[config.mk]
export PLATFORM = sky130hd
export DESIGN_NAME = csc_crank_cadence_meter
export DESIGN_NICKNAME = d
export VERILOG_FILES = /design/src/design/csc_pkg.sv /design/src/design/csc_front.sv /design/src/design/csc_cmd_fifo.sv /design/src/design/csc_div.sv /design/src/design/csc_back.sv /design/src/design/csc_crank_cadence_meter.sv
export SDC_FILE = /design/constraint.sdc
export NUM_CORES = 1
export LEC_CHECK = 0
export ABC_CLOCK_PERIOD_IN_PS = 7500
export BUFFER_PORTS_ARGS = -buffer_cell sky130_fd_sc_hd__buf_4
export CAP_MARGIN = 20
export CORE_AREA = 4 4 289 291
export CTS_CLUSTER_DIAMETER = 150
export DETAILED_ROUTE_END_ITERATION = 10
export DIE_AREA = 0 0 293 295
export PLACE_DENSITY = 0.5
export SYNTH_ARGS = -nofsm -noshare
export SYNTH_HDL_FRONTEND = slang
export SYNTH_SLANG_ARGS = --single-unit
[constraint.sdc]
create_clock -name clk -period 7.5 [get_ports clk]
set_input_delay 1.875 -clock clk [delete_from_list [all_inputs] [get_ports clk]]
set_output_delay 1.875 -clock clk [all_outputs]
set_load 0.02 [all_outputs]
[src/design/csc_pkg.sv]
// Shared types and constants for the crank cadence meter.
// No dependencies; imported by csc_front, csc_back, the top level and the bench.
package csc_pkg;

  localparam logic [7:0] FLAGS_CRANK       = 8'h02;
  localparam logic [7:0] FLAGS_WHEEL_CRANK = 8'h03;

  localparam logic [4:0] REVS_POS_CRANK = 5'd1;
  localparam logic [4:0] TIME_POS_CRANK = 5'd3;
  localparam logic [4:0] REVS_POS_WHEEL = 5'd7;
  localparam logic [4:0] TIME_POS_WHEEL = 5'd9;
  // lowest index of the final byte for a complete packet
  localparam logic [4:0] LAST_MIN_CRANK = 5'd4;
  localparam logic [4:0] LAST_MIN_WHEEL = 5'd10;
  localparam logic [4:0] POS_MAX        = 5'd31;

  localparam logic [11:0] CADENCE_MAX = 12'd4095;
  localparam logic [15:0] MS_MAX      = 16'hFFFF;
  localparam logic [15:0] TIMEOUT_RST = 16'd2000;
  localparam logic [7:0]  LIMIT_RST   = 8'd255;

  localparam logic [1:0] CFG_TIMEOUT = 2'd0;
  localparam logic [1:0] CFG_LIMIT   = 2'd1;

  typedef enum logic [2:0] {
    ST_UPDATED = 3'd0,
    ST_HELD    = 3'd1,
    ST_TIMEOUT = 3'd2,
    ST_SHORT   = 3'd3,
    ST_IGNORED = 3'd4
  } status_t;

  typedef enum logic [1:0] {
    CMD_TICK,
    CMD_PKT_OK,
    CMD_PKT_SHORT,
    CMD_PKT_IGNORED
  } cmd_kind_t;

  typedef struct packed {
    cmd_kind_t   kind;
    logic [15:0] revs;
    logic [15:0] etime;
  } cmd_t;

  typedef struct packed {
    logic [15:0] timeout_ms;
    logic [7:0]  limit_rpm;
  } cfg_t;

  typedef enum logic [2:0] {
    B_IDLE,
    B_CALC,
    B_CHECK,
    B_DIV,
    B_DONE
  } back_state_t;

endpackage

[src/design/csc_front.sv]
// Front end: assembles notification bytes and classifies each packet end.
// Emits one command per tick or final byte. Depends on csc_pkg.
module csc_front import csc_pkg::*; (
  input  logic       clk,
  input  logic       rst_n,
  input  logic       accept,
  input  logic       action,
  input  logic [7:0] data_byte,
  input  logic       last_byte,
  output logic       cmd_push,
  output cmd_t       cmd
);

  logic [4:0]  pos_r;
  logic [7:0]  flags_r;
  logic [15:0] revs_r;
  logic [15:0] time_r;

  logic [7:0]  flags_cur;
  logic [15:0] revs_cur;
  logic [15:0] time_cur;
  logic [4:0]  rpos;
  logic [4:0]  tpos;
  logic        byte_acc;

  assign byte_acc = accept && !action;

  always_comb begin
    flags_cur = (pos_r == 5'd0) ? data_byte : flags_r;
    rpos      = (flags_r == FLAGS_WHEEL_CRANK) ? REVS_POS_WHEEL : REVS_POS_CRANK;
    tpos      = (flags_r == FLAGS_WHEEL_CRANK) ? TIME_POS_WHEEL : TIME_POS_CRANK;
    revs_cur  = revs_r;
    time_cur  = time_r;
    if (pos_r == 5'd0) begin
      revs_cur = '0;
      time_cur = '0;
    end else if (pos_r == rpos) begin
      revs_cur[7:0] = data_byte;
    end else if (pos_r == rpos + 5'd1) begin
      revs_cur[15:8] = data_byte;
    end else if (pos_r == tpos) begin
      time_cur[7:0] = data_byte;
    end else if (pos_r == tpos + 5'd1) begin
      time_cur[15:8] = data_byte;
    end
  end

  always_comb begin
    cmd_push  = accept && (action || last_byte);
    cmd.revs  = revs_cur;
    cmd.etime = time_cur;
    if (action) begin
      cmd.kind = CMD_TICK;
    end else if (flags_cur == FLAGS_CRANK) begin
      cmd.kind = (pos_r < LAST_MIN_CRANK) ? CMD_PKT_SHORT : CMD_PKT_OK;
    end else if (flags_cur == FLAGS_WHEEL_CRANK) begin
      cmd.kind = (pos_r < LAST_MIN_WHEEL) ? CMD_PKT_SHORT : CMD_PKT_OK;
    end else begin
      cmd.kind = CMD_PKT_IGNORED;
    end
  end

  always_ff @(posedge clk) begin
    if (!rst_n) begin
      pos_r <= '0;
    end else if (byte_acc) begin
      if (last_byte) begin
        pos_r <= '0;
      end else if (pos_r != POS_MAX) begin
        pos_r <= pos_r + 5'd1;
      end
    end
  end

  always_ff @(posedge clk) begin
    if (byte_acc) begin
      flags_r <= flags_cur;
      revs_r  <= revs_cur;
      time_r  <= time_cur;
    end
  end

endmodule

[src/design/csc_cmd_fifo.sv]
// Short command queue between front and back end.
// Register based; depends on csc_pkg only through the importing modules.
module csc_cmd_fifo #(
  parameter int DEPTH = 4,
  parameter int WIDTH = 8
) (
  input  logic             clk,
  input  logic             rst_n,
  input  logic             push,
  input  logic [WIDTH-1:0] din,
  input  logic             pop,
  output logic [WIDTH-1:0] dout,
  output logic             full,
  output logic             empty
);

  localparam int PW = (DEPTH > 1) ? $clog2(DEPTH) : 1;
  localparam int CW = $clog2(DEPTH + 1);

  logic [WIDTH-1:0] mem_r [DEPTH];
  logic [PW-1:0]    wr_ptr_r;
  logic [PW-1:0]    rd_ptr_r;
  logic [CW-1:0]    count_r;

  assign full  = (count_r == CW'(DEPTH));
  assign empty = (count_r == '0);
  assign dout  = mem_r[rd_ptr_r];

  always_ff @(posedge clk) begin
    if (!rst_n) begin
      wr_ptr_r <= '0;
      rd_ptr_r <= '0;
      count_r  <= '0;
    end else begin
      if (push) begin
        wr_ptr_r <= (wr_ptr_r == PW'(DEPTH - 1)) ? '0 : wr_ptr_r + PW'(1);
      end
      if (pop) begin
        rd_ptr_r <= (rd_ptr_r == PW'(DEPTH - 1)) ? '0 : rd_ptr_r + PW'(1);
      end
      if (push && !pop) begin
        count_r <= count_r + CW'(1);
      end else if (pop && !push) begin
        count_r <= count_r - CW'(1);
      end
    end
  end

  always_ff @(posedge clk) begin
    if (push) begin
      mem_r[wr_ptr_r] <= din;
    end
  end

endmodule

[src/design/csc_div.sv]
// Serial restoring divider, one quotient bit per cycle.
// Quotient must fit in QW bits; no dependencies.
module csc_div #(
  parameter int QW = 12,
  parameter int NW = 36
) (
  input  logic          clk,
  input  logic          rst_n,
  input  logic          start,
  input  logic [NW-1:0] dividend,
  input  logic [15:0]   divisor,
  output logic          done,
  output logic [QW-1:0] quotient
);

  localparam int CNTW = $clog2(QW);

  logic            busy_r;
  logic            done_r;
  logic [CNTW-1:0] cnt_r;
  logic [NW-1:0]   rem_r;
  logic [NW-1:0]   dsr_r;
  logic [QW-1:0]   quo_r;
  logic            ge;

  assign ge       = (rem_r >= dsr_r);
  assign done     = done_r;
  assign quotient = quo_r;

  always_ff @(posedge clk) begin
    if (!rst_n) begin
      busy_r <= 1'b0;
      done_r <= 1'b0;
      cnt_r  <= '0;
    end else begin
      done_r <= busy_r && (cnt_r == '0);
      if (start) begin
        busy_r <= 1'b1;
        cnt_r  <= CNTW'(QW - 1);
      end else if (busy_r) begin
        if (cnt_r == '0) begin
          busy_r <= 1'b0;
        end else begin
          cnt_r <= cnt_r - CNTW'(1);
        end
      end
    end
  end

  always_ff @(posedge clk) begin
    if (start) begin
      rem_r <= dividend;
      dsr_r <= NW'(divisor) << (QW - 1);
      quo_r <= '0;
    end else if (busy_r) begin
      if (ge) begin
        rem_r <= rem_r - dsr_r;
      end
      dsr_r <= dsr_r >> 1;
      quo_r <= {quo_r[QW-2:0], ge};
    end
  end

endmodule

[src/design/csc_back.sv]
// Back end: keeps previous counts, works out cadence and drives the result slot.
// Depends on csc_pkg and csc_div.
module csc_back import csc_pkg::*; #(
  parameter int FRAC = 4
) (
  input  logic        clk,
  input  logic        rst_n,
  input  cfg_t        cfg,
  input  cmd_t        cmd,
  input  logic        cmd_empty,
  output logic        cmd_pop,
  output logic        empty,
  input  logic        pop,
  output logic [11:0] cadence_q4,
  output status_t     status,
  output logic [15:0] crank_revs,
  output logic [15:0] event_time
);

  localparam int QW = 8 + FRAC;
  localparam int NW = 32 + FRAC;

  back_state_t state_r, state_nxt;
  logic [15:0] ms_r, ms_nxt;
  logic [11:0] cad_r, cad_nxt;
  logic [15:0] prev_revs_r, prev_revs_nxt;
  logic [15:0] prev_time_r, prev_time_nxt;
  logic [15:0] cur_revs_r, cur_revs_nxt;
  logic [15:0] cur_time_r, cur_time_nxt;
  logic [15:0] drev_r, drev_nxt;
  logic [15:0] dt_r, dt_nxt;
  logic [31:0] num_r, num_nxt;
  logic [23:0] prod_r, prod_nxt;
  status_t     st_r, st_nxt;
  logic        out_valid_r, out_valid_nxt;
  logic [11:0] o_cad_r, o_cad_nxt;
  status_t     o_st_r, o_st_nxt;
  logic [15:0] o_revs_r, o_revs_nxt;
  logic [15:0] o_time_r, o_time_nxt;

  logic          out_free;
  logic          div_start;
  logic          div_done;
  logic [QW-1:0] div_quo;
  logic [15:0]   quo16;
  logic [11:0]   cad_sat;

  csc_div #(.QW(QW), .NW(NW)) u_div (
    .clk      (clk),
    .rst_n    (rst_n),
    .start    (div_start),
    .dividend (NW'(num_r) << FRAC),
    .divisor  (dt_r),
    .done     (div_done),
    .quotient (div_quo)
  );

  assign quo16    = 16'(div_quo);
  assign cad_sat  = (quo16 > 16'(CADENCE_MAX)) ? CADENCE_MAX : quo16[11:0];
  assign out_free = !out_valid_r || pop;

  always_comb begin
    state_nxt     = state_r;
    cmd_pop       = 1'b0;
    div_start     = 1'b0;
    ms_nxt        = ms_r;
    cad_nxt       = cad_r;
    prev_revs_nxt = prev_revs_r;
    prev_time_nxt = prev_time_r;
    cur_revs_nxt  = cur_revs_r;
    cur_time_nxt  = cur_time_r;
    drev_nxt      = drev_r;
    dt_nxt        = dt_r;
    num_nxt       = num_r;
    prod_nxt      = prod_r;
    st_nxt        = st_r;
    out_valid_nxt = out_valid_r && !pop;
    o_cad_nxt     = o_cad_r;
    o_st_nxt      = o_st_r;
    o_revs_nxt    = o_revs_r;
    o_time_nxt    = o_time_r;
    unique case (state_r)
      B_IDLE: begin
        if (!cmd_empty) begin
          unique case (cmd.kind)
            CMD_TICK: begin
              cmd_pop = 1'b1;
              if (ms_r != MS_MAX) begin
                ms_nxt = ms_r + 16'd1;
              end
            end
            CMD_PKT_OK: begin
              cmd_pop       = 1'b1;
              cur_revs_nxt  = cmd.revs;
              cur_time_nxt  = cmd.etime;
              drev_nxt      = cmd.revs - prev_revs_r;
              dt_nxt        = cmd.etime - prev_time_r;
              prev_revs_nxt = cmd.revs;
              prev_time_nxt = cmd.etime;
              state_nxt     = B_CALC;
            end
            CMD_PKT_SHORT, CMD_PKT_IGNORED: begin
              if (out_free) begin
                cmd_pop       = 1'b1;
                out_valid_nxt = 1'b1;
                o_cad_nxt     = cad_r;
                o_st_nxt      = (cmd.kind == CMD_PKT_SHORT) ? ST_SHORT : ST_IGNORED;
                o_revs_nxt    = '0;
                o_time_nxt    = '0;
              end
            end
            default: ;
          endcase
        end
      end
      B_CALC: begin
        if (drev_r != 16'd0 && dt_r != 16'd0) begin
          ms_nxt    = '0;
          // revs * 61440 = revs * 2^16 - revs * 2^12
          num_nxt   = {drev_r, 16'h0000} - {4'h0, drev_r, 12'h000};
          prod_nxt  = 24'(cfg.limit_rpm) * 24'(dt_r);
          state_nxt = B_CHECK;
        end else if (ms_r > cfg.timeout_ms) begin
          cad_nxt   = '0;
          st_nxt    = ST_TIMEOUT;
          state_nxt = B_DONE;
        end else begin
          st_nxt    = ST_HELD;
          state_nxt = B_DONE;
        end
      end
      B_CHECK: begin
        if (num_r < 32'(prod_r)) begin
          div_start = 1'b1;
          state_nxt = B_DIV;
        end else begin
          st_nxt    = ST_HELD;
          state_nxt = B_DONE;
        end
      end
      B_DIV: begin
        if (div_done) begin
          cad_nxt   = cad_sat;
          st_nxt    = ST_UPDATED;
          state_nxt = B_DONE;
        end
      end
      B_DONE: begin
        if (out_free) begin
          out_valid_nxt = 1'b1;
          o_cad_nxt     = cad_r;
          o_st_nxt      = st_r;
          o_revs_nxt    = cur_revs_r;
          o_time_nxt    = cur_time_r;
          state_nxt     = B_IDLE;
        end
      end
      default: state_nxt = B_IDLE;
    endcase
  end

  always_ff @(posedge clk) begin
    if (!rst_n) begin
      state_r     <= B_IDLE;
      out_valid_r <= 1'b0;
      ms_r        <= '0;
      cad_r       <= '0;
      prev_revs_r <= '0;
      prev_time_r <= '0;
    end else begin
      state_r     <= state_nxt;
      out_valid_r <= out_valid_nxt;
      ms_r        <= ms_nxt;
      cad_r       <= cad_nxt;
      prev_revs_r <= prev_revs_nxt;
      prev_time_r <= prev_time_nxt;
    end
  end

  always_ff @(posedge clk) begin
    cur_revs_r <= cur_revs_nxt;
    cur_time_r <= cur_time_nxt;
    drev_r     <= drev_nxt;
    dt_r       <= dt_nxt;
    num_r      <= num_nxt;
    prod_r     <= prod_nxt;
    st_r       <= st_nxt;
    o_cad_r    <= o_cad_nxt;
    o_st_r     <= o_st_nxt;
    o_revs_r   <= o_revs_nxt;
    o_time_r   <= o_time_nxt;
  end

  assign empty      = !out_valid_r;
  assign cadence_q4 = o_cad_r;
  assign status     = o_st_r;
  assign crank_revs = o_revs_r;
  assign event_time = o_time_r;

endmodule

[src/design/csc_crank_cadence_meter.sv]
// Crank cadence meter: takes notification bytes and millisecond ticks through
// a queue-style port and returns one result per notification. A byte or a tick
// is taken every cycle while the command queue (CMD_DEPTH entries) has room;
// only ticks and final bytes occupy it. The back end retires a tick, a short
// or an ignored packet from its idle state, a packet with no crank change
// through its calc and done states, and a good packet through calc, check,
// the serial divider (one quotient bit per cycle) and done. Results wait in a
// one-entry output register. Configuration: index 0 timeout_ms, index 1 cadence
// limit in rpm (bits 7:0); other indices are dropped. Depends on csc_pkg,
// csc_front, csc_cmd_fifo, csc_div and csc_back.
module csc_crank_cadence_meter import csc_pkg::*; #(
  parameter int CADENCE_FRAC_BITS = 4,
  parameter int CMD_DEPTH         = 4
) (
  input  logic        clk,
  input  logic        rst_n,
  input  logic        push,
  output logic        full,
  input  logic        in_action,
  input  logic [7:0]  in_data_byte,
  input  logic        in_last_byte,
  output logic        empty,
  input  logic        pop,
  output logic [11:0] out_cadence_q4,
  output logic [2:0]  out_status,
  output logic [15:0] out_crank_revs,
  output logic [15:0] out_event_time,
  input  logic        valid,
  output logic        ready,
  input  logic [1:0]  cfg_index,
  input  logic [15:0] cfg_data
);

  cfg_t    cfg_r;
  logic    accept;
  logic    cmd_push;
  logic    cmd_pop;
  logic    cmd_empty;
  cmd_t    cmd_in;
  cmd_t    cmd_out;
  status_t status;

  assign ready  = 1'b1;
  assign accept = push && !full;

  always_ff @(posedge clk) begin
    if (!rst_n) begin
      cfg_r.timeout_ms <= TIMEOUT_RST;
      cfg_r.limit_rpm  <= LIMIT_RST;
    end else if (valid && ready) begin
      if (cfg_index == CFG_TIMEOUT) begin
        cfg_r.timeout_ms <= cfg_data;
      end else if (cfg_index == CFG_LIMIT) begin
        cfg_r.limit_rpm <= cfg_data[7:0];
      end
    end
  end

  csc_front u_front (
    .clk       (clk),
    .rst_n     (rst_n),
    .accept    (accept),
    .action    (in_action),
    .data_byte (in_data_byte),
    .last_byte (in_last_byte),
    .cmd_push  (cmd_push),
    .cmd       (cmd_in)
  );

  csc_cmd_fifo #(.DEPTH(CMD_DEPTH), .WIDTH($bits(cmd_t))) u_fifo (
    .clk   (clk),
    .rst_n (rst_n),
    .push  (cmd_push),
    .din   (cmd_in),
    .pop   (cmd_pop),
    .dout  (cmd_out),
    .full  (full),
    .empty (cmd_empty)
  );

  csc_back #(.FRAC(CADENCE_FRAC_BITS)) u_back (
    .clk        (clk),
    .rst_n      (rst_n),
    .cfg        (cfg_r),
    .cmd        (cmd_out),
    .cmd_empty  (cmd_empty),
    .cmd_pop    (cmd_pop),
    .empty      (empty),
    .pop        (pop),
    .cadence_q4 (out_cadence_q4),
    .status     (status),
    .crank_revs (out_crank_revs),
    .event_time (out_event_time)
  );

  assign out_status = status;

  a_cmd_lands: assert property (@(posedge clk) disable iff (!rst_n)
    (cmd_push && cmd_empty) |=> !cmd_empty)
    else $error("queued command lost");

  a_reject_zero: assert property (@(posedge clk) disable iff (!rst_n)
    (!empty && (status == ST_SHORT || status == ST_IGNORED))
      |-> (out_crank_revs == 16'd0 && out_event_time == 16'd0))
    else $error("rejected packet carries counts");

  a_timeout_zero: assert property (@(posedge clk) disable iff (!rst_n)
    (!empty && status == ST_TIMEOUT) |-> (out_cadence_q4 == 12'd0))
    else $error("timeout without zero cadence");

endmodule

==> reports/results.txt <==
Status: finished clean
Maxcap violations: 0
DRC viols: 0
Clock Skew: 0.0628 ns
Final net count: 2843
Initial antenna violation count: 2
Final setup TNS: 0 ns
GRT Total Usage: 15.4%
Port-buffer cells: 81
Minimum clock period: 5.77 ns
Post-Synth Simple-Gate Area: 14.3%
DIE WIDTH: 293 um
Die ar.: 0.0864 sq mm
Site Rows: 104
Later-pin clock latency in the skew report: 0.65 ns
Synth Area in Compound Gates: 9.73%
Required @ worst endpoint: 7.84 ns
RSZ-0062 raised after global routing: false
Period utilization: 76.9%
Setup crit start: cfg_r[6]
Critical R2R Launch: cfg_r[6]
Largest net degree at the start of global routing: 84
TritonCTS Sinks: 516
# diodes: 0
Crit path DAT: 6.11 ns
YS warnings: 0
Max Fanout on Critical Path: 17
Sequential area share after synthesis: 50.2%
Xor and xnor area share after synthesis: 2.74%
Fmax: 173 MHz
CORE AREA: 0.0805 sq mm
R2R setup slack: 1.73 ns
Vias in the first global route: 18958
Ys async rst share: 0%
# setup viols final: 0
CTS Hold Bufs: 0
Root Driver: clkbuf_16
Slew of the pin with the lowest slew margin: 0.959 ns
Critical path class: reg2reg
Reg2reg path depth: 15
Final Hold Violating Endpoints: 0
Fillers: 7680
DRT Pass-1 Iters: 5
Synth Area in Adders: 13.1%
Syn Area/Cell: 11.3 sq um
Final Max Slew Viols: 0
CTS tree: built
CTS Buf Count: 60
Worst setup SP type: register
Netlist cell types: 89
Register bit total from synthesis: 516
Vias per cell: 4.99
Most frequent cells in the layout: edfxtp_1, inv_1, nand2_1
H-tree lvl count: 2
Worst reg2reg endpoint: u_back.prod_r[20]
Final HPWL DP: 47200 um
Drt total wl: 66400 um
CP endpoint kind: register
Slew headroom: 35.8%
Routed length per instance: 18.0 um
Clock-pin slew of the registers on the worst-case setup and hold paths: 0.06 ns
Gpl congestion: 0.811
First-pass GRT wire length: 106000 um
Vias: 18370
Syn-to-layout area delta: 13.7%
Most common cell after layout, fill and taps aside: edfxtp_1
Io pins: 83
Mapped Area: 0.0282 sq mm
Starting DRT DRC Count: 1031
Post-cts sizing count: 0
Final ANT Viol Nets: 0
EDFF count, synth: 381
Starting density of the core: 35.0%
Post-Syn Instances: 2497
Clock buffer depth: 3
Post-CTS Setup Bufs: 0
Synthesized net count: 2772
Mux cell area share after synthesis: 5.21%
Top_reg_cell synth: edfxtp_1
Die H: 295 um
Largest family of logic cells by synthesized area: simple AND/OR/NAND/NOR gates
Congestion Overflow GR: 0
Share of layout cells above drive strength 1: 10.6%
Worst hold path type: reg2reg
End point of the critical path: u_back.prod_r[20]
-- cell type report --
cell class	instances	area (sq um)	area share, %
Sequential cell	516	14100	44.2
Multi-Input combinational cell	1637	12700	39.7
Clock buffer	66	1520	4.76
Tap cell	1060	1330	4.14
Inverter	253	951	2.97
Timing Repair Buffer	100	751	2.34
Clock inverter	48	607	1.89
-- cell usage after synthesis, drive strengths merged, types with 5 or more instances --
library cell    n  share of area [%]
edfxtp        381                 41
inv           253                3.4
nand2         236                3.2
nor2          168                2.2
ha            154                6.8
dfxtp         135                9.6
and2          125                2.8
a21oi          91                1.6
fa             88                6.3
o21ai          74                1.4
clkbuf         72               0.96
mux2i          61                2.2
a21boi         57                1.5
xnor2          56                1.7
nor3           50               0.92
and3           47                1.0
a21o           38                1.0
mux4           34                2.7
nand3          32               0.57
xor2           32                1.0
nor2b          26               0.58
nand4          20               0.44
nor4           20               0.47
buf            19               0.40
nand2b         19               0.42
o21a           19               0.51
a211oi         16               0.43
o211ai         15               0.40
o31ai          15               0.45
or3            15               0.33
a22o           13               0.40
or4            11               0.31
a31oi          10               0.22
o21bai         10               0.28
mux2            8               0.32
or2             7               0.16
a2111oi         6               0.25
nor3b           6               0.20
nor4b           5               0.16
-- metrics by stage --
step / std cells / hold slack [ns] / util (%) / worst slack (ns) / area [sq um]
6_report: 3680 / 0.440 / 39.8 / 1.73 / 32000
5_1_grt: 3680 / 0.453 / 39.8 / 1.23 / 32000
4_1_cts: 3680 / 0.443 / 39.8 / 1.85 / 32000
3_5_place_dp: 3566 / 0.422 / 37.1 / 1.91 / 29900
3_3_place_gp: 3566 / 0.433 / 37.1 / 2.02 / 29900
2_1_floorplan: 2497 / 0.409 / - / 1.65 / 28200
-- cell families (layout without fill, tap and decap cells) --
logic type / count (synthesis) / in the layout
buffers and inverters: 344 / 467
xor gates and xnor gates: 88 / 88
and+or+nand+nor: 802 / 802
adders and majority gates: 242 / 242
AOI/OAI and AO/OA: 401 / 401
muxes: 103 / 103
other: 1 / 1
DFF: 516 / 516
-- worst min-delay path by stage --
stage,startpoint,end,slack (ns),cells after the start
3_3_place_gp,u_back.cad_r[4],u_back.cadence_q4[4],0.43,0
2_1_floorplan,u_back.cad_r[0],u_back.cadence_q4[0],0.41,0
5_1_grt,u_back.cad_r[9],u_back.cadence_q4[9],0.45,0
4_1_cts,u_back.cad_r[3],u_back.cadence_q4[3],0.44,0
6_report,u_back.cad_r[3],u_back.cadence_q4[3],0.44,0
3_5_place_dp,u_back.cad_r[7],u_back.cadence_q4[7],0.42,0
-- critical path, stage by stage (launching register included) --
cell and delay (ns):
dfxtp_1 0.66, and2_1 0.23, fa_1 0.45, fa_1 0.53
fa_1 0.55, inv_1 0.05, fa_1 0.53, inv_1 0.04
ha_1 0.34, a2111oi_0 0.61, o21ai_0 0.21, a31oi_1 0.53
o211ai_1 0.26, a31o_2 0.28, a21oi_1 0.16, xnor2_1 0.08
-- routing by layer --
metal / share of wire, % / vias to the layer above / global-route usage (%)
li1: - / 8959 / -
met4: 2.1 / 0 / 3.90
met2: 49 / 276 / 26.6
met3: 3.4 / 86 / 2.04
met1: 46 / 9049 / 20.6
met5: 0 / - / 0
-- flip-flops by register name, indices dropped and copies added (netlist names), 20 cells and up, named ones only --
register,cells
u_fifo.mem_r,136
u_back.u_div.rem_r,36
u_back.u_div.dsr_r,27
cfg_r,24
u_back.prod_r,24
u_back.num_r,20
Power is not shown: default switching activity piles up to over one toggle a cycle in this logic, so the estimate is an artifact.
